[src/rtl/tcpq_pkg.sv]
// ----------------------------------------------------------------------------
// tcpq_pkg: shared definitions for the two-class priority queue
// Sizes, request and status codes, and the record and write-port types
// used by the queue controller and its record store.
// ----------------------------------------------------------------------------
`timescale 1ns / 1ps
`default_nettype none

package tcpq_pkg;

  // queue geometry
  localparam int QUEUE_DEPTH  = 16;
  localparam int PAYLOAD_BITS = 32;
  localparam int KEY_W        = 8;
  localparam int IDX_W        = (QUEUE_DEPTH > 1) ? $clog2(QUEUE_DEPTH) : 1;
  localparam int CNT_W        = $clog2(QUEUE_DEPTH + 1);

  // field widths fixed by the item format
  localparam int OP_W     = 2;
  localparam int STATUS_W = 2;

  // reset value of the threshold register
  localparam logic [KEY_W-1:0] THRESH_RESET = KEY_W'(65);

  // request codes
  localparam logic [OP_W-1:0] OP_ENQ  = 2'd0;
  localparam logic [OP_W-1:0] OP_PRIO = 2'd1;
  localparam logic [OP_W-1:0] OP_DEQ  = 2'd2;

  // status codes
  localparam logic [STATUS_W-1:0] ST_DONE  = 2'd0;
  localparam logic [STATUS_W-1:0] ST_EMPTY = 2'd1;
  localparam logic [STATUS_W-1:0] ST_FULL  = 2'd2;

  // one stored record
  typedef struct packed {
    logic [KEY_W-1:0]        key;
    logic [PAYLOAD_BITS-1:0] data;
  } record_t;

  // write port of the record store
  typedef struct packed {
    logic             en;
    logic [IDX_W-1:0] addr;
    record_t          rec;
  } store_wr_t;

endpackage

`default_nettype wire

[src/rtl/tcpq_req_if.sv]
// ----------------------------------------------------------------------------
// tcpq_req_if: request channel of the priority queue
// Valid/ready channel carrying one request item: op, age and payload.
// ----------------------------------------------------------------------------
`timescale 1ns / 1ps
`default_nettype none

interface tcpq_req_if;
  logic                                 valid;
  logic                                 ready;
  logic [tcpq_pkg::OP_W-1:0]            op;
  logic [tcpq_pkg::KEY_W-1:0]           age;
  logic [tcpq_pkg::PAYLOAD_BITS-1:0]    payload;

  modport source (output valid, output op, output age, output payload, input ready);
  modport sink   (input valid, input op, input age, input payload, output ready);
endinterface

`default_nettype wire

[src/rtl/tcpq_rsp_if.sv]
// ----------------------------------------------------------------------------
// tcpq_rsp_if: response channel of the priority queue
// Valid/ready channel carrying one result item per request.
// ----------------------------------------------------------------------------
`timescale 1ns / 1ps
`default_nettype none

interface tcpq_rsp_if;
  logic                                 valid;
  logic                                 ready;
  logic [tcpq_pkg::STATUS_W-1:0]        status;
  logic [tcpq_pkg::KEY_W-1:0]           out_age;
  logic [tcpq_pkg::PAYLOAD_BITS-1:0]    out_payload;
  logic [tcpq_pkg::CNT_W-1:0]           occupancy;

  modport source (output valid, output status, output out_age, output out_payload,
                  output occupancy, input ready);
  modport sink   (input valid, input status, input out_age, input out_payload,
                  input occupancy, output ready);
endinterface

`default_nettype wire

[src/rtl/tcpq_store.sv]
// ----------------------------------------------------------------------------
// tcpq_store: record store of the priority queue
// One write port and one read port with registered read data.
// ----------------------------------------------------------------------------
`timescale 1ns / 1ps
`default_nettype none

module tcpq_store (
  input  logic                        clk,
  input  tcpq_pkg::store_wr_t         wr,
  input  logic [tcpq_pkg::IDX_W-1:0]  rd_addr,
  output tcpq_pkg::record_t           rd_rec
);
  import tcpq_pkg::*;

  record_t mem [QUEUE_DEPTH];

  // write port
  always_ff @(posedge clk) begin
    if (wr.en) begin
      mem[wr.addr] <= wr.rec;
    end
  end

  // registered read port
  always_ff @(posedge clk) begin
    rd_rec <= mem[rd_addr];
  end

endmodule

`default_nettype wire

[src/rtl/two_class_priority_queue.sv]
// ----------------------------------------------------------------------------
// two_class_priority_queue: bounded queue with sorted priority insertion
// Controller that sequences compares and record moves through one store.
// ----------------------------------------------------------------------------
// Usage:
//   req channel (valid/ready): op, age, payload. Op 0 appends at the tail,
//   op 1 appends too unless age is at or above the threshold, in which case
//   the record goes before the first stored entry with a key not above its
//   own. Op 2 removes the head. rsp channel returns one item per request:
//   status, out_age, out_payload (zero unless a head was removed) and the
//   occupancy after the request.
//   cfg_we/cfg_data write the 8-bit priority threshold (reset value 65).
// Timing:
//   Records live in a circular store with one read and one write port; each
//   entry is compared or moved by a read step and then a compare or write
//   step. A flagged or unused request goes straight to its result; a plain
//   enqueue places its record first, a dequeue reads the head, and a jumping
//   priority enqueue scans and shifts entries before placing. One request is
//   in work at a time; req.ready is high only while idle.
// Reset: rst (synchronous) empties the queue and drops any pending result.
// Stall: a finished result waits in the output register; the next request
//   may be taken meanwhile, but its result waits until the first is taken.
// ----------------------------------------------------------------------------
`timescale 1ns / 1ps
`default_nettype none

module two_class_priority_queue (
  input  logic                        clk,
  input  logic                        rst,
  input  logic                        cfg_we,
  input  logic [tcpq_pkg::KEY_W-1:0]  cfg_data,
  tcpq_req_if.sink                    req,
  tcpq_rsp_if.source                  rsp
);
  import tcpq_pkg::*;

  typedef enum logic [3:0] {
    S_IDLE,
    S_SCAN_RD,
    S_SCAN_CMP,
    S_SHIFT_RD,
    S_SHIFT_WR,
    S_PLACE,
    S_DEQ_RD,
    S_DEQ_DATA,
    S_DONE
  } state_t;

  state_t                  state;
  logic [KEY_W-1:0]        thresh;
  logic [IDX_W-1:0]        head;
  logic [CNT_W-1:0]        count;
  logic [CNT_W-1:0]        pos;
  logic [CNT_W-1:0]        idx;
  logic [KEY_W-1:0]        cur_key;
  logic [PAYLOAD_BITS-1:0] cur_data;
  logic [STATUS_W-1:0]     res_status;
  logic [KEY_W-1:0]        res_age;
  logic [PAYLOAD_BITS-1:0] res_payload;

  logic [STATUS_W-1:0]     rsp_status;
  logic [KEY_W-1:0]        rsp_age;
  logic [PAYLOAD_BITS-1:0] rsp_payload;
  logic [CNT_W-1:0]        rsp_occ;
  logic                    rsp_valid;

  store_wr_t               st_wr;
  logic [IDX_W-1:0]        st_rd_addr;
  record_t                 st_rd_rec;
  logic                    out_free;

  // physical slot of a logical position counted from the head
  function automatic logic [IDX_W-1:0] slot(input logic [IDX_W-1:0] h,
                                            input logic [CNT_W-1:0] off);
    logic [CNT_W:0] sum;
    sum = (CNT_W+1)'(h) + (CNT_W+1)'(off);
    if (sum >= (CNT_W+1)'(QUEUE_DEPTH)) begin
      sum = sum - (CNT_W+1)'(QUEUE_DEPTH);
    end
    return sum[IDX_W-1:0];
  endfunction

  tcpq_store u_store (
    .clk     (clk),
    .wr      (st_wr),
    .rd_addr (st_rd_addr),
    .rd_rec  (st_rd_rec)
  );

  // store access per sequencer step
  always_comb begin
    st_rd_addr = head;
    st_wr      = '0;
    case (state)
      S_SCAN_RD:  st_rd_addr = slot(head, pos);
      S_SHIFT_RD: st_rd_addr = slot(head, idx - CNT_W'(1));
      S_SHIFT_WR: begin
        st_wr.en  = 1'b1;
        st_wr.addr = slot(head, idx);
        st_wr.rec = st_rd_rec;
      end
      S_PLACE: begin
        st_wr.en       = 1'b1;
        st_wr.addr     = slot(head, pos);
        st_wr.rec.key  = cur_key;
        st_wr.rec.data = cur_data;
      end
      default: st_rd_addr = head;
    endcase
  end

  assign out_free        = !rsp_valid || rsp.ready;
  assign req.ready       = (state == S_IDLE);
  assign rsp.valid       = rsp_valid;
  assign rsp.status      = rsp_status;
  assign rsp.out_age     = rsp_age;
  assign rsp.out_payload = rsp_payload;
  assign rsp.occupancy   = rsp_occ;

  // threshold register
  always_ff @(posedge clk) begin
    if (rst) begin
      thresh <= THRESH_RESET;
    end else if (cfg_we) begin
      thresh <= cfg_data;
    end
  end

  // sequencer
  always_ff @(posedge clk) begin
    if (rst) begin
      state     <= S_IDLE;
      head      <= '0;
      count     <= '0;
      rsp_valid <= 1'b0;
    end else begin
      // the done step reloads the output register itself
      if (rsp_valid && rsp.ready && state != S_DONE) begin
        rsp_valid <= 1'b0;
      end
      case (state)
        S_IDLE: begin
          if (req.valid) begin
            cur_key     <= req.age;
            cur_data    <= req.payload;
            res_age     <= '0;
            res_payload <= '0;
            case (req.op)
              OP_ENQ, OP_PRIO: begin
                if (count == CNT_W'(QUEUE_DEPTH)) begin
                  res_status <= ST_FULL;
                  state      <= S_DONE;
                end else if (req.op == OP_ENQ || req.age < thresh) begin
                  res_status <= ST_DONE;
                  pos        <= count;
                  state      <= S_PLACE;
                end else begin
                  res_status <= ST_DONE;
                  pos        <= '0;
                  state      <= S_SCAN_RD;
                end
              end
              OP_DEQ: begin
                if (count == '0) begin
                  res_status <= ST_EMPTY;
                  state      <= S_DONE;
                end else begin
                  res_status <= ST_DONE;
                  state      <= S_DEQ_RD;
                end
              end
              default: begin
                res_status <= ST_DONE;
                state      <= S_DONE;
              end
            endcase
          end
        end
        // walk from the head until a key not above the new one
        S_SCAN_RD: begin
          if (pos == count) begin
            idx   <= count;
            state <= S_SHIFT_RD;
          end else begin
            state <= S_SCAN_CMP;
          end
        end
        S_SCAN_CMP: begin
          if (st_rd_rec.key > cur_key) begin
            pos   <= pos + CNT_W'(1);
            state <= S_SCAN_RD;
          end else begin
            idx   <= count;
            state <= S_SHIFT_RD;
          end
        end
        // move entries back one slot, tail first
        S_SHIFT_RD: begin
          if (idx == pos) begin
            state <= S_PLACE;
          end else begin
            state <= S_SHIFT_WR;
          end
        end
        S_SHIFT_WR: begin
          idx   <= idx - CNT_W'(1);
          state <= S_SHIFT_RD;
        end
        S_PLACE: begin
          count <= count + CNT_W'(1);
          state <= S_DONE;
        end
        // remove the head
        S_DEQ_RD: state <= S_DEQ_DATA;
        S_DEQ_DATA: begin
          res_age     <= st_rd_rec.key;
          res_payload <= st_rd_rec.data;
          head        <= slot(head, CNT_W'(1));
          count       <= count - CNT_W'(1);
          state       <= S_DONE;
        end
        // hand the result to the output register
        S_DONE: begin
          if (out_free) begin
            rsp_valid   <= 1'b1;
            rsp_status  <= res_status;
            rsp_age     <= res_age;
            rsp_payload <= res_payload;
            rsp_occ     <= count;
            state       <= S_IDLE;
          end
        end
        default: state <= S_IDLE;
      endcase
    end
  end

endmodule

`default_nettype wire
[src/flat_wrapper.sv]
// flat-port wrapper written by rule: the top's interface ports become plain ports
module two_class_priority_queue_flat import tcpq_pkg::*;
  (clk, rst, cfg_we, cfg_data, req_valid, req_op, req_age, req_payload, req_ready, rsp_valid, rsp_status, rsp_out_age, rsp_out_payload, rsp_occupancy, rsp_ready);
  tcpq_req_if req_i ();
  tcpq_rsp_if rsp_i ();
  input  logic clk;
  input  logic rst;
  input  logic cfg_we;
  input  logic [tcpq_pkg::KEY_W-1:0] cfg_data;
  input wire logic [$bits(req_i.valid)-1:0] req_valid;
  input wire logic [$bits(req_i.op)-1:0] req_op;
  input wire logic [$bits(req_i.age)-1:0] req_age;
  input wire logic [$bits(req_i.payload)-1:0] req_payload;
  output wire logic [$bits(req_i.ready)-1:0] req_ready;
  output wire logic [$bits(rsp_i.valid)-1:0] rsp_valid;
  output wire logic [$bits(rsp_i.status)-1:0] rsp_status;
  output wire logic [$bits(rsp_i.out_age)-1:0] rsp_out_age;
  output wire logic [$bits(rsp_i.out_payload)-1:0] rsp_out_payload;
  output wire logic [$bits(rsp_i.occupancy)-1:0] rsp_occupancy;
  input wire logic [$bits(rsp_i.ready)-1:0] rsp_ready;
  assign req_i.valid = req_valid;
  assign req_i.op = req_op;
  assign req_i.age = req_age;
  assign req_i.payload = req_payload;
  assign req_ready = req_i.ready;
  assign rsp_valid = rsp_i.valid;
  assign rsp_status = rsp_i.status;
  assign rsp_out_age = rsp_i.out_age;
  assign rsp_out_payload = rsp_i.out_payload;
  assign rsp_occupancy = rsp_i.occupancy;
  assign rsp_i.ready = rsp_ready;
  two_class_priority_queue u_core (.clk(clk), .rst(rst), .cfg_we(cfg_we), .cfg_data(cfg_data), .req(req_i), .rsp(rsp_i));
endmodule
[config.mk]
export PLATFORM = sky130hd
export DESIGN_NAME = two_class_priority_queue_flat
export DESIGN_NICKNAME = d
export VERILOG_FILES = /design/src/rtl/tcpq_pkg.sv /design/src/rtl/tcpq_req_if.sv /design/src/rtl/tcpq_rsp_if.sv /design/src/rtl/tcpq_store.sv /design/src/rtl/two_class_priority_queue.sv /design/src/flat_wrapper.sv
export SDC_FILE = /design/constraint.sdc
export NUM_CORES = 1
export LEC_CHECK = 0
export ABC_AREA = 0
export BUFFER_PORTS_ARGS = -buffer_cell sky130_fd_sc_hd__buf_2
export CAP_MARGIN = 20
export CORE_UTILIZATION = 35
export DETAILED_ROUTE_END_ITERATION = 8
export PLACE_DENSITY = 0.49
export SYNTH_ARGS = -nofsm -noshare
export SYNTH_HDL_FRONTEND = slang
export SYNTH_SLANG_ARGS = --single-unit
[constraint.sdc]
create_clock -name clk -period 8.4 [get_ports clk]
set_input_delay 0.42 -clock clk [delete_from_list [all_inputs] [get_ports clk]]
set_output_delay 0.42 -clock clk [all_outputs]
set_load 0.05 [all_outputs]
== Yosys cells after proc, flatten, opt, wreduce, memory -nomap -nowiden ==
Memory sizes are Yosys's and may differ from the RTL's. A register that Yosys moved wholly into a read port is not among the register bits.
Index checks and enable logic that the tools add are counted.

* Eq/ne operators: 21
* Bitwise logic cells: 1
* $lt $le $gt $ge: 6
* $add $sub $neg: 12
* Reductions and logical operators: 20
* Muxes and demuxes: 38

{| class="wikitable"
|+ Operator list
! kind !! number
|-
| case mux 45 bit (2 select lines) || 1
|-
| case mux 32 bit (2 select lines) || 1
|-
| 2-to-1 mux 5 bit || 7
|-
| 2-to-1 mux 32 bit || 1
|-
| 2-to-1 mux 4 bit || 8
|-
| case mux 4 bit (8 select lines) || 1
|-
| case mux 5 bit (2 select lines) || 2
|-
| adder 4 x 5 -> 6 bit || 3
|-
| greater-or-equal comparator 6 x 5 -> 1 bit, second input constant || 3
|-
| equality test 4 x 3 -> 1 bit, second input constant || 4
|-
| case mux 4 bit (2 select lines) || 2
|-
| case mux 8 bit (2 select lines) || 1
|-
| subtractor 4 x 1 -> 4 bit, second input constant || 4
|-
| case mux 5 bit (3 select lines) || 1
|-
| adder 5 x 1 -> 5 bit, second input constant || 2
|-
| equality test 5 bit || 2
|-
| subtractor 5 x 1 -> 5 bit, second input constant || 2
|-
| AND reduction 3 bit || 3
|-
| equality test 4 x 2 -> 1 bit, second input constant || 2
|-
| greater-than comparator 8 bit || 1
|-
| less-than comparator 8 bit || 1
|-
| 2-to-1 mux 1 bit || 8
|-
| 2-to-1 mux 8 bit || 1
|-
| != test 2 x 1 -> 1 bit, second input constant || 4
|-
| other kinds (25) || 33
|}

* Bits in registers: 161
* Memories kept: 1
* Input port bits: 55
* Output and inout bits: 49
* Bits in writable memories: 640

{| class="wikitable"
|+ Memory list
! name !! depth !! bits a word !! rd ports !! clocked after Yosys merged registers in !! write ports !! RTL line !! RTL
|-
| u_core.u_store.mem || 16 || 40 || 1 || 1 || 1 || tcpq_store.sv:16 || <nowiki>record_t mem [QUEUE_DEPTH];</nowiki>
|}

== Depth between registers and ports, before layout ==
Gate-level depths: netlist (run 1).

* Word-level depth: 7
* Depth in mapped cells: 14
* Gate-level depth less buffers: 11

== Hierarchy ==
A second synthesis (run 1) with hierarchy kept.

* Cell total of the unflattened synthesis: 1583
* Area total of the unflattened synthesis: 32387.3 µm²

{| class="wikitable"
|+ Modules (own cells, without submodules)
! module !! seq. area each (µm²) !! area each (µm²) !! times used !! cells each
|-
| tcpq_store || 20019.2 || 25131.6 || 1 || 1040
|-
| two_class_priority_queue || 4614.4 || 7255.7 || 1 || 543
|}

== Worst setup path before layout (run 1) ==
No wires, ideal clock.

* Kind: reg2reg
* From: register u_core.state[0]
* To: register u_core.res_age[0], enable pin
* Data arrival time: 3927 ps
* Library setup time: 493 ps
* Setup slack: 3980 ps
* Data required time: 7907 ps
* Cell stages (with the launch flop): 8
* Cell sequence: dfxtp_1 -> buf_4 -> inv_2 -> nor2_1 -> and2_1 -> clkbuf_2 -> nand2_1 -> o21ai_0

* Longest elaborated chain between the ends: 3
* Elaborated cells on any way between the ends: 5
* Those cells by class: eq/ne: 2; reduce/logical: 3

{| class="wikitable"
|+ RTL lines
! what !! RTL line !! RTL
|-
| start: declaration || two_class_priority_queue.sv:49 || <nowiki>state_t state;</nowiki>
|-
| start signal: assignment || two_class_priority_queue.sv:132 || <nowiki>state <= S_IDLE;</nowiki>
|-
| start signal: assignment || two_class_priority_queue.sv:152 || <nowiki>state <= S_DONE;</nowiki>
|-
| start signal: assignment || two_class_priority_queue.sv:156 || <nowiki>state <= S_PLACE;</nowiki>
|-
| equality test 4 x 3 -> 1 bit or logical NOT 4 bit (tied branches) || two_class_priority_queue.sv:141 || <nowiki>case (state)</nowiki>
|-
| nonzero test 2 bit (no line) or != test 2 bit (tied branches) || - ||
|-
| AND reduction 3 bit (no line) * || - ||
|-
| end signal: assignment || two_class_priority_queue.sv:216 || <nowiki>res_age <= st_rd_rec.key;</nowiki>
|-
| end: declaration || two_class_priority_queue.sv:58 || <nowiki>logic [KEY_W-1:0] res_age;</nowiki>
|}

Mark *: on every way between the ends. The rest lies on a longest branch, timed or not.
A chain may end at the register's enable or synchronous reset.

== Worst setup path in the final report (run 1) ==
* From: register u_core.state[0]
* To: register, netlist name u_core.u_store.rd_rec[20]

* Longest elaborated chain between the ends: 2
* Elaborated cells on any way between the ends: 3
* Those cells by class: eq/ne: 2; mux: 1

{| class="wikitable"
|+ RTL lines
! what !! RTL line !! RTL
|-
| equality test 4 x 2 -> 1 bit or equality test 4 x 1 -> 1 bit (tied branches) || two_class_priority_queue.sv:94 || <nowiki>case (state)</nowiki>
|-
| case mux 4 bit (2 select lines) * || two_class_priority_queue.sv:94 ||
|}

Marked as above.

==> results.txt, run 1 <==
The number of different library cells used by synthesis comes to 61. The synthesized design contains 841 register bits. The routability-driven placement congestion ratio is 0.8478, and the number of buffers between clock root and the deepest sink is 3.

The highest net fanout along the worst path is 232, and the static leakage is 13.59 nW. The cell area after technology mapping came out at 32880 um2. The flow ran to the end, and the final reports show no timing, DRC or antenna violations. STA classifies the critical path endpoint as a flop. The number of port buffers is 103.

Clock root buffer master: sky130_fd_sc_hd__clkbuf_16. The top cell type by area accounts for 71.15% of the synthesized area. For the worst setup path, the data required time is 8970 ps.

The floorplan step defined a core boundary enclosing 93190 um2. Slew at the pin with the worst max-slew slack: 1430 ps. For the final-stage net count, the log shows 2689. The tightest min-delay check is of the input pin to flop type.

The first detailed-routing pass ran for 7 iterations. The first global-routing pass estimated 132.6 mm of wire. The portion of the clock cycle consumed by the worst path in the final layout was 49.59%; the detail-routed via count per cell was 5.083. After layout, the minimum clock period comes to 4165 ps. For the instance count of the mapped netlist, the log shows 2459. From bottom edge to top edge, the die measures 308.5 um.

Among all flip-flop cells after synthesis, the most frequent one is sky130_fd_sc_hd__edfxtp_1. The final standard cell area without fillers is 38290 um2. The floorplan has 112 rows. Setup violations remaining at the end of the flow were counted as 0.

The die covers 95170 um2. The areal power density over the cells was 314.0 nW/um2; the chip width was 308.5 um. Detailed routing inserted a total of 19990 vias. Ranked by total cell area, the synthesized netlist is headed by sky130_fd_sc_hd__edfxtp_1 71%, sky130_fd_sc_hd__nand2_1 7.8%, sky130_fd_sc_hd__nand3_1 5.0%.

The max-cap violation count came out at 0. The run gives 0 as the antenna violation net count after detailed routing. In the final routed layout, each cell accounts on average for 22.88 um. Power comes to 12.03 mW. The tools report the count of final max-slew check failures as 0. The number of clock buffers inserted by TritonCTS was 93; the peak clock frequency supported by timing was 0.2401 GHz. The area growth from synthesis to final layout was 16.47%. Data arrives at the worst endpoint at 4740 ps. Setup repair after global routing left no endpoint under its margin. In the final layout, the share of cells above drive strength 1 is 11.87%. Walking the worst path, the cells encountered are nor3b_2 -> buf_6 -> mux2i_4 -> buf_12 -> nand2_1 -> nand3_1 -> nand4_1 -> mux2i_1.

The run gives 2 as the number of antenna violations at the first check in global routing. STA classifies the critical path startpoint as a flop. A synthesized cell averages 13.37 um2. Across the routed clock network, the largest skew measured is 62.42 ps. Of all flip-flops after synthesis, the portion carrying an async set or reset was 0%.

The run gives 2548 as the number of nets in the synthesized netlist. The clock drives 841 sinks. Leaving out fill and tap cells, the most frequent cells in the layout are 779 x sky130_fd_sc_hd__edfxtp_1, 686 x sky130_fd_sc_hd__nand2_1, 329 x sky130_fd_sc_hd__nand3_1. After clock tree synthesis, the clock-pin slew on the worst setup and hold paths is 60 ps. Summed over all instances, the cell type with the most area after synthesis is sky130_fd_sc_hd__edfxtp_1. Detailed placement finished with a half-perimeter wire length of 45.66 mm. The slowest stage of the critical path belongs to the cell sky130_fd_sc_hd__mux2i_4. The worst setup path category was flop to flop.

Combined buffer and inverter count along the critical path: 2. The run gives 0 as the count of buffers added by post-CTS timing repair for setup. The via count of the first global-routing pass was 19730. The most common library cell in the layout ignoring fill and taps is sky130_fd_sc_hd__edfxtp_1.

For the total routed wirelength, the log shows 89.98 mm. The largest voltage drop on the vdd net came out at 252.3 uV. The starting utilization of the core area was 35.28%. Gates resized during post-CTS repair numbered 0.

Global routing consumed, over all layers together, 18.98% of the routing resources. The number of flops mapped to enable cells by yosys is 779. The number of antenna diodes in the final layout is 0.

The maximum cell stage delay along the critical path is 820 ps. The clock reaches the later pin of the worst-skew pair after 670 ps. The tools report the global route total overflow as 0. The run gives 0 as the final hold violation count.

The number of placed I/O pins was 104; the number of design rule violations left after detail routing was 0. Among cell families on the critical path, the largest total delay comes from simple AND/OR/NAND/NOR gates. The number of H-tree levels was 3; the aggregate negative setup slack was 0 ps.

TritonCTS built the clock tree. The Yosys step of the flow raised 0 warnings. For the largest net degree at the start of global routing, the log shows 233. For the proportion of synthesized chip area in sequential cells, the log shows 74.92%. The worst pin sits at a relative slew slack of 4.678%.

After detailed placement, the total cell area comes to 34860 um2. After the first detailed-routing iteration, the DRC count stood at 1806.
## cells in the mapped netlist (3+ instances only)
| cell | number |
|---|---|
| sky130_fd_sc_hd__nand3_1 | 329 |
| sky130_fd_sc_hd__a21oi_1 | 18 |
| sky130_fd_sc_hd__nor2b_1 | 3 |
| sky130_fd_sc_hd__buf_2 | 87 |
| sky130_fd_sc_hd__a21o_1 | 8 |
| sky130_fd_sc_hd__edfxtp_1 | 779 |
| sky130_fd_sc_hd__fa_1 | 4 |
| sky130_fd_sc_hd__nor4_1 | 4 |
| sky130_fd_sc_hd__o31ai_1 | 3 |
| sky130_fd_sc_hd__o22ai_1 | 6 |
| sky130_fd_sc_hd__nor3_1 | 10 |
| sky130_fd_sc_hd__o21ai_1 | 3 |
| sky130_fd_sc_hd__and2_1 | 42 |
| sky130_fd_sc_hd__o21a_1 | 3 |
| sky130_fd_sc_hd__inv_1 | 28 |
| sky130_fd_sc_hd__clkbuf_1 | 43 |
| sky130_fd_sc_hd__ha_1 | 30 |
| sky130_fd_sc_hd__dfxtp_1 | 62 |
| sky130_fd_sc_hd__nand2_1 | 686 |
| sky130_fd_sc_hd__a22o_1 | 33 |
| sky130_fd_sc_hd__or3_1 | 3 |
| sky130_fd_sc_hd__buf_1 | 3 |
| sky130_fd_sc_hd__xor2_1 | 12 |
| sky130_fd_sc_hd__nor2_1 | 41 |
| sky130_fd_sc_hd__xnor2_1 | 14 |
| sky130_fd_sc_hd__buf_4 | 5 |
| sky130_fd_sc_hd__o21ai_0 | 22 |
| sky130_fd_sc_hd__mux2i_1 | 48 |
| sky130_fd_sc_hd__nand4_1 | 86 |
| sky130_fd_sc_hd__nand2b_1 | 7 |
## registers in the layout, indices dropped and copies added, names as in the netlist, 8 cells and up
signal	flops
u_core.u_store.rd_rec	40
u_core.thresh	8
u_core.cur_data	32
u_core.res_age	8
u_core.u_store.mem	640
u_core.rsp.out_payload	32
u_core.res_payload	32
u_core.rsp.out_age	8
u_core.cur_key	8
## per-stage QoR
stage / utilization, % / hold slack [ps] / std cells / setup WS [ps]
3_3_place_gp: 37.41 / 407.9 / 3719 / 4232
5_1_grt: 41.09 / 14.51 / 3933 / 4039
6_report: 41.09 / 40.57 / 3933 / 4235
2_1_floorplan: - / 400.3 / 2459 / 3980
3_5_place_dp: 37.41 / 404.5 / 3719 / 4100
4_1_cts: 41.08 / 0.4092 / 3932 / 4112
## cell families after synthesis
kind of cell | Yosys count | synth area share (%)
compound gates | 118 | 2.599
xor+xnor | 27 | 0.7421
fa+ha+maj | 34 | 1.385
buf+inv | 169 | 2.321
flops | 841 | 74.92
mux | 51 | 1.610
simple gates | 1219 | 16.42
## power breakdown
| part | total, mW | switching, mW | internal (mW) | leakage [nW] |
|---|---|---|---|---|
| clock | 4.00 | 1.67 | 2.33 | 1.48 |
| sequential | 5.56 | 0.249 | 5.32 | 7.71 |
| combinational | 2.46 | 1.80 | 0.661 | 4.40 |
## worst reg2reg max path, cell delays in order (launching register included)
cell                      delay (ps)
sky130_fd_sc_hd__dfxtp_1         720
sky130_fd_sc_hd__nor3b_2         640
sky130_fd_sc_hd__buf_6           230
sky130_fd_sc_hd__mux2i_4         820
sky130_fd_sc_hd__buf_12          670
sky130_fd_sc_hd__nand2_1         610
sky130_fd_sc_hd__nand3_1         180
sky130_fd_sc_hd__nand4_1         120
sky130_fd_sc_hd__mux2i_1         150
## path summary, 6_finish.rpt
check,startpoint,to,slack [ps],cells after the start
min,cfg_data[0],u_core.thresh[0],40,3
max,u_core.state[0],u_core.u_store.rd_rec[20],4230,8
max reg2reg,u_core.state[0],u_core.u_store.rd_rec[20],4230,8
min reg2reg,u_core.res_payload[5],u_core.rsp.out_payload[5],410,0
## repair_timing
item                                    in CTS  in global routing
hold buffers                                39                  0
endpoints found under the setup margin       0                  0
hold endpoints to repair                    39                  0
## area by class of cell
class	instances	area, um2
clock buffers	128	2559
clock inverters	46	466.7
fillers	8679	54900
inverters	30	112.6
multi-input cells	1449	7694
flip-flops and latches	841	24630
well taps	1254	1569
repair buffers	185	1257
## metal layers
metal	GRT usage, %	part of all wire [%]	vias to the layer above
li1	-	-	9196
met1	27.55	47	10060
met2	29.56	46	628
met3	3.312	6.0	104
met4	4.350	1.7	0
met5	0	0	-
Power figures use the tool's default switching activity.
==> run 2, diff against run 1 <==
- ABC_AREA: 0 -> 1
- clock period: 8.4 -> 4.3 ns (I/O delays scaled with it)
==> run 2 against run 1 <==
- power grew 68%
- global-route usage is essentially flat
- clock power up 100%
- final cell count up 18%
- clock skew is 32 ps lower
- synthesized cell count rose by 26%
- combinational power is 7% higher
- core utilization up 0.33 points
- synthesized area up 7.4%
- worst hold slack improved by 20 ps
- largest cell class unchanged
- sequential share of layout area decreased by 4.9 points
- non-clock buffer count rose by 72
==> results.txt, run 2 <==
The critical path data arrival time was 3720 ps. The critical path goes through ha_1 -> nand2_1 -> nand3_4 -> nand2_8 -> buf_4 -> nand2_1 -> nand3_1 -> nand3_1 -> nand3_1 -> nand2_1. The tree is rooted in a sky130_fd_sc_hd__clkbuf_16. The kind of start point of the critical path is a flop. From synthesis to final layout, the design area changed by 17.32%. Entering global routing, the biggest net connects 148 pins.

At the end of routability-driven placement, the weighted congestion stood at 0.7874. Of all cell types, the one taking the most synthesized area is sky130_fd_sc_hd__edfxtp_1. The count of final max-slew check failures was 0; the worst endpoint required time was 4840 ps. The number of port buffers came out at 103. The iteration count of the initial detailed-routing pass was 5. Synthesis produced 3101 cells.

The overall power was 20.18 mW; the ratio of cells with drive above 1 in the final layout was 12.46%. The most common library cell in the layout ignoring fill and taps was sky130_fd_sc_hd__nand2_1. The routing usage on met1 is 27.68%, and the post-synthesis async set-or-reset flop share is 0%. The logs give 1120 ps for the worst setup slack for register-to-register paths and 0 for the number of design rule violations left after detail routing. The critical path is of the flop to flop type. Largest register by flop count: u_core.u_store.mem. Global routing used 29.52% of the available met2 tracks. The largest registers in the layout are u_core.u_store.mem: 640 flops, u_core.u_store.rd_rec: 40 flops.

Setup violations remaining at the end of the flow were counted as 0. The placed instance area is 37760 um2. Standard-cell row count: 116. For this design the static power due to leakage is 16.13 nW. The die is 319.6 um wide.

The die is 319.6 um tall. The tools report the final standard cell area without fillers as 41420 um2. After synthesis, the most frequently instantiated cells are 794 x sky130_fd_sc_hd__nand2_1, 779 x sky130_fd_sc_hd__edfxtp_1, 579 x sky130_fd_sc_hd__nand3_1. TritonCTS built the clock tree.

Number of antenna repair diodes: 0. After clock tree synthesis, the clock-pin slew on the worst setup and hold paths is 60 ps. The clock reaches the later pin of the worst-skew pair after 670 ps.

TritonCTS created 90 clock buffers. In the final routed layout, each cell accounts on average for 20.93 um. For the HPWL after detailed placement, the log shows 48.91 mm.

For this run, the number of Yosys warnings is 0. The routed design has 97.23 mm of wire. The max-cap violation count is 0, and the clock sink count is 841. In this run the power density over the cells is 487.2 nW/um2. On the final layout, the worst clock skew is 30.29 ps.

Global routing consumed, on the met3 layer, 2.305% of the routing resources. The number of different library cells used by synthesis comes to 37. The tools report the global-route total usage across every layer as 18.94%. Most common flop cell mapped by yosys: sky130_fd_sc_hd__edfxtp_1.

The number of nets in the synthesized netlist was 3190. For this run the aggregate overflow at the end of global routing stands at 0. For the peak clock frequency supported by timing, the log shows 0.3143 GHz. After global routing, the most crowded layer is met2. The run gives 1 as the number of antenna violations at the first check in global routing.

Setup repair after global routing left no endpoint under its margin. The number of buffers between clock root and the deepest sink is 3. Maximum cell stage delay along the critical path: 640 ps.

The first global-routing pass estimated 145.0 mm of wire. The number of flip-flops under the largest register name was 640. The worst setup path is captured at a flop.

The via count came out at 23130. Among all stages on the critical path, the largest delay is contributed by sky130_fd_sc_hd__nand2_8. The number of setup buffers added after CTS is 0. Sequential elements use 69.78% of the synthesized area. After synthesis the cells add up to 35300 um2. In this run the mean area of a mapped cell was 11.38 um2.

The run gives 9430 as the number of inserted filler cells in the final layout. The core box area is 100000 um2. The number of flops mapped to enable cells by yosys is 779, and the final-stage net count is 3361. VDD sags by at most 320.4 uV.

Once detail routing completed, the nets flagged for antenna violations numbered 0. The top cell type's share of synthesized area works out to 66.26%. The run gives 102100 um2 as the die footprint. Worst hold-check path type: input pin to flop.

Along the worst path, the maximum fanout reaches 86. After the first detailed-routing iteration, the DRC count stood at 1957. After synthesis the netlist holds a flip-flop and latch count of 841.

The run finished with clean final reports. The slew at the pin with the worst max-slew slack came out at 1133 ps. The portion of the clock cycle consumed by the worst path in the final layout was 73.98%. In the layout the commonest cells are 793 x sky130_fd_sc_hd__nand2_1, 779 x sky130_fd_sc_hd__edfxtp_1, 578 x sky130_fd_sc_hd__nand3_1.

The worst slew slack as a fraction of its limit is 24.49%. The run gives 35.30% as the starting utilization of the core area. Sorting the synthesized cells by area gives the leading types as sky130_fd_sc_hd__edfxtp_1 66%, sky130_fd_sc_hd__nand2_1 8.4%, sky130_fd_sc_hd__nand3_1 8.2%. The detail-routed via count per cell was 4.978; the number of placed I/O pins was 104. Among all cell types in the netlist, the one instantiated most often is sky130_fd_sc_hd__nand2_1. The logs give 22360 for the via count of the first global-routing pass and 0 for the final hold violation count.

The final critical-path required period was 3181 ps; the number of H-tree levels was 3.
==> run 2: changes by cell type after synthesis, moves of 42 or more <==
cell / change
sky130_fd_sc_hd__and2_1: -42
sky130_fd_sc_hd__inv_1: +229
sky130_fd_sc_hd__mux2i_1: -48
sky130_fd_sc_hd__nand2_1: +108
sky130_fd_sc_hd__nand3_1: +250
sky130_fd_sc_hd__nand3b_1: +120
sky130_fd_sc_hd__nand4_1: -80
sky130_fd_sc_hd__nor2_1: +42
sky130_fd_sc_hd__o21ai_0: +42
sky130_fd_sc_hd__or2_2: +42
==> run 2: cells by family (layout without fill, tap and decap cells) <==
family	count (synthesis)	count (layout)	synth area share, %
compound gates	122	122	1.854
xor+xnor	18	18	0.4466
fa+ha+maj	34	34	1.290
buf+inv	446	693	5.422
flops	841	841	69.78
simple gates	1640	1640	21.21
==> run 2: cell type report <==
cell class              count  area (um2)  share of cell area [%]
flip-flops and latches    841       24630                   59.48
multi-input cells        1814        8961                   21.64
clock buffers             118        2439                   5.888
repair buffers            257        2100                   5.069
well taps                1298        1624                   3.921
inverters                 268        1015                   2.450
clock inverters            50       645.6                   1.559
==> run 2: final timing paths <==
kind | start | endpoint | cells past startpoint
setup / recovery | u_core.pos[0] | u_core.u_store.rd_rec[29] | 10
hold / removal | cfg_we | u_core.thresh[2] | 3
setup reg to reg | u_core.pos[0] | u_core.u_store.rd_rec[29] | 10
hold reg to reg | u_core.res_payload[5] | u_core.rsp.out_payload[5] | 0
==> run 2: repair_timing <==
item | in CTS | in global routing
hold buffers | 56 | 0
resized for setup | 0 | 0
endpoints found under the hold margin | 55 | 0
==> run 2: per-stage QoR <==
| stage | cells | util, % | hold slack [ps] | worst slack, ps | setup TNS (ps) |
|---|---|---|---|---|---|
| 6_report | 4646 | 41.42 | 60.89 | 1119 | 0 |
| 5_1_grt | 4646 | 41.42 | 73.80 | 830.1 | 0 |
| 3_5_place_dp | 4420 | 37.76 | 393.1 | 1114 | 0 |
| 2_1_floorplan | 3101 | - | 313.9 | -37.83 | -1589 |
| 3_3_place_gp | 4418 | 37.74 | 391.7 | 1143 | 0 |
| 4_1_cts | 4644 | 41.40 | 8.126 | 1097 | 0 |
==> run 2: per-layer routing <==
layer  wire (um)  share of wire, %
met1       46850                48
met2       43550                45
met3        4596               4.7
met4        2228               2.3
met5           0                 0
==> run 2: where the power goes <==
group / internal [mW] / switching (mW) / leakage [nW] / total [mW]
registers: 9.30 / 0.136 / 7.66 / 9.44
clock network: 4.80 / 3.30 / 1.51 / 8.10
logic: 0.750 / 1.89 / 6.96 / 2.64
==> run 2: worst max-delay path: cells and delay by family (launching register included) <==
family	cells	cell delay (ps)
adders and majority gates	1	340
buffers and inverters	1	470
and+or+nand+nor	8	1650
DFF	1	500
==> run 3, diff against run 2 <==
- PLACE_DENSITY: 0.49 -> 0.51
- clock period: 4.3 -> 2.57 ns (I/O delays scaled with it)
==> run 3 against run 2 <==
- register-to-register slack got worse by 1100 ps
- clock skew is 3.3 ps lower
- first-iteration DRC count rose by 14%
- wire length rose by 5.2%
- combinational power is 93% higher
- count of clock-buffer cells in the layout is 1 higher
- largest power group unchanged
- clock power grew 68%
- core utilization rose by 2.5 points
- sequential share of layout area shrank 3.4 points
- global-route usage hardly changed
- sequential power up 67%
==> results.txt, run 3 (synthesis gave the netlist of run 2 again) <==
The aggregate negative setup slack came out at 0 ps. The cell sitting at the root of the clock tree is a sky130_fd_sc_hd__clkbuf_16. The clock sink count is 841, and the number of placed I/O pins is 104. The routability-driven placement congestion ratio was 0.7967; the number of flip-flops under the largest register name was 640.

The final hold violation count came out at 0. Detailed placement ended at an HPWL of 54.30 mm. In the final design database the tool counted 3489 nets. The initial utilization of the core area, before any placement, comes to 35.30%.

The tools report the global route total overflow as 0. With fillers left out, the area of the finished cells amounts to 43940 um2. The most common library cell in the layout ignoring fill and taps is sky130_fd_sc_hd__nand2_1. The H-tree generated during clock tree synthesis spans 3 levels.

The number of antenna violations at the first check in global routing was 1. The logs give 47.78% for the worst slew slack as a fraction of its limit and 0.3968 GHz for the peak clock frequency supported by timing. For flop-to-flop paths, the worst setup slack is 50 ps. Of all nets on the critical path, the largest fanout is 9.

The via count is 23940. The die footprint came out at 102100 um2. In this run the tool buffered the top-level ports with 103 buffer cells.

Max-cap violations in this run came to 0. The final critical path takes up 98.06% of the cycle. Largest voltage drop on the vdd net: 495.4 uV. The via count of the first global-routing pass was 22310. The analysis attributes to cell leakage a power of 17.26 nW.

From left edge to right edge, the die measures 319.6 um. Entering global routing, the biggest net connects 84 pins. For the antenna violation net count after detailed routing, the log shows 0. In the final layout, the registers with the most flip-flops are u_core.u_store.mem: 640 flops, u_core.u_store.rd_rec: 40 flops. The flow ran to the end, and the final reports show no timing, DRC or antenna violations. The first global-routing pass estimated 144.8 mm of wire. The worst setup path is captured at a flop.

Counting flops per register, the top entry is u_core.u_store.mem. The global-route total usage across every layer is 18.90%. The clock latency of the later-clocked register in the worst-skew pair was 660 ps. In the layout the commonest cells are 784 x sky130_fd_sc_hd__nand2_1, 779 x sky130_fd_sc_hd__edfxtp_1, 573 x sky130_fd_sc_hd__nand3_1.

Setup repair after global routing could not meet its margin everywhere. The core region is 100000 um2. The area growth from synthesis to final layout came out at 24.45%. The number of design rule violations left after detail routing is 0, and the worst-case clock skew is 27.02 ps. The worst setup path category was flop to flop. The logs give 0 for the count of final max-slew check failures and 6 for the iteration count of the initial detailed-routing pass.

The setup-violating endpoint count in the final report is 0, and the clock transition time at the flip-flop clock pins of the worst setup and hold paths is 60 ps. In the final routed layout, each cell accounts on average for 21.42 um. The initialized floorplan defines 116 standard-cell rows. For the pin with the worst max-slew slack, the measured transition is 783.3 ps. The post-layout utilization of the core came out at 43.94%. STA puts the critical path data required time at 2910 ps. The detailed router's first-iteration violation count was 2224.

The number of buffers between clock root and the deepest sink is 3. The detail-routed via count per cell was 5.012. The run gives 38950 um2 as the placed instance area.

The run gives 2860 ps as the critical path data arrival time. Final hold analysis gives a worst-case slack of 175.2 ps. TritonCTS built the clock tree.

For the total routed wirelength, the log shows 102.3 mm. The path class of the tightest hold or removal check is input pin to flop. Dividing total power by cell area gives a power density of 784.8 nW/um2. The tools report the number of clock buffers inserted by TritonCTS as 91. STA classifies the critical path startpoint as a flop. Measured along the y axis, the die boundary spans 319.6 um. The final critical-path required period is 2520 ps. The post-route netlist has 16.56% of its cells at a drive strength greater than 1.
==> run 3: changes by cell type in the layout (fill, tap and decap cells not counted), moves of 8 or more <==
| cell | before | now |
|---|---|---|
| sky130_fd_sc_hd__nand2_1 | 793 | 784 |
| sky130_fd_sc_hd__nand2_4 | 1 | 9 |
| sky130_fd_sc_hd__clkbuf_16 | 91 | 117 |
| sky130_fd_sc_hd__buf_6 | 0 | 8 |
| sky130_fd_sc_hd__buf_12 | 23 | 75 |
| sky130_fd_sc_hd__buf_4 | 75 | 99 |
| sky130_fd_sc_hd__buf_16 | 0 | 10 |
| sky130_fd_sc_hd__dlygate4sd3_1 | 56 | 65 |
==> run 3: final timing paths <==
| check | end | start | cells past startpoint |
|---|---|---|---|
| setup reg to reg | u_core.u_store.mem[6][10] | u_core.idx[0] | 9 |
| hold / removal | u_core.cur_data[17] | req_payload[17] | 2 |
| hold reg to reg | u_core.rsp.out_payload[18] | u_core.res_payload[18] | 0 |
| setup / recovery | u_core.u_store.mem[6][10] | u_core.idx[0] | 9 |
==> run 3: worst max-delay path: stages (launching register included) <==
cell	delay (ps)
sky130_fd_sc_hd__edfxtp_1	420
sky130_fd_sc_hd__buf_6	150
sky130_fd_sc_hd__ha_4	160
sky130_fd_sc_hd__fa_2	520
sky130_fd_sc_hd__inv_2	50
sky130_fd_sc_hd__o22ai_4	250
sky130_fd_sc_hd__nand2_4	150
sky130_fd_sc_hd__nor2_4	160
sky130_fd_sc_hd__buf_12	170
sky130_fd_sc_hd__buf_12	170
==> run 3: timing repair <==
| action | in CTS | in global routing |
|---|---|---|
| setup endpoints to repair | 50 | 415 |
| buffers inserted | 1 | 24 |
| endpoints found under the hold margin | 55 | 0 |
| hold buffers | 65 | 0 |
| gates cloned | 1 | 26 |
| pin swaps | 3 | 19 |
| gates resized for setup | 5 | 37 |
==> run 3: routing by layer <==
metal | vias up | track usage [%] | wire (um)
met5 | - | 0 | 0
met4 | 0 | 4.744 | 1870
met3 | 126 | 2.729 | 5972
met2 | 712 | 29.09 | 46120
met1 | 11820 | 27.93 | 48350
li1 | 11290 | - | -
==> run 3: final cells by class <==
| cell class | count | area, um2 |
|---|---|---|
| antenna | 1 | 2.502 |
| clock buffer | 119 | 2505 |
| clock inverter | 52 | 604.3 |
| fill | 9190 | 56060 |
| inverter | 268 | 1035 |
| multi-input combinational | 1814 | 9155 |
| sequential | 841 | 24630 |
| tap | 1298 | 1624 |
| timing repair buffer | 384 | 4377 |
==> run 3: power breakdown <==
group          switching [mW]  leakage (nW)  internal (mW)  total [mW]
Sequential              0.239          7.66           15.6        15.8
Clock                    5.49          1.51           8.10        13.6
Combinational            3.41          8.09           1.68        5.09
Total                    9.15          17.3           25.3        34.5
==> run 3: through the flow <==
stage	instances	power [mW]	setup slack, ps
final	4777	34.48	49.90
after global routing	4776	35.76	-13.43
after CTS	4725	34.52	4.500
after detailed placement	4487	20.81	-29.55
after global placement	4487	20.81	-50.86
after floorplan	3101	18.99	-57.97
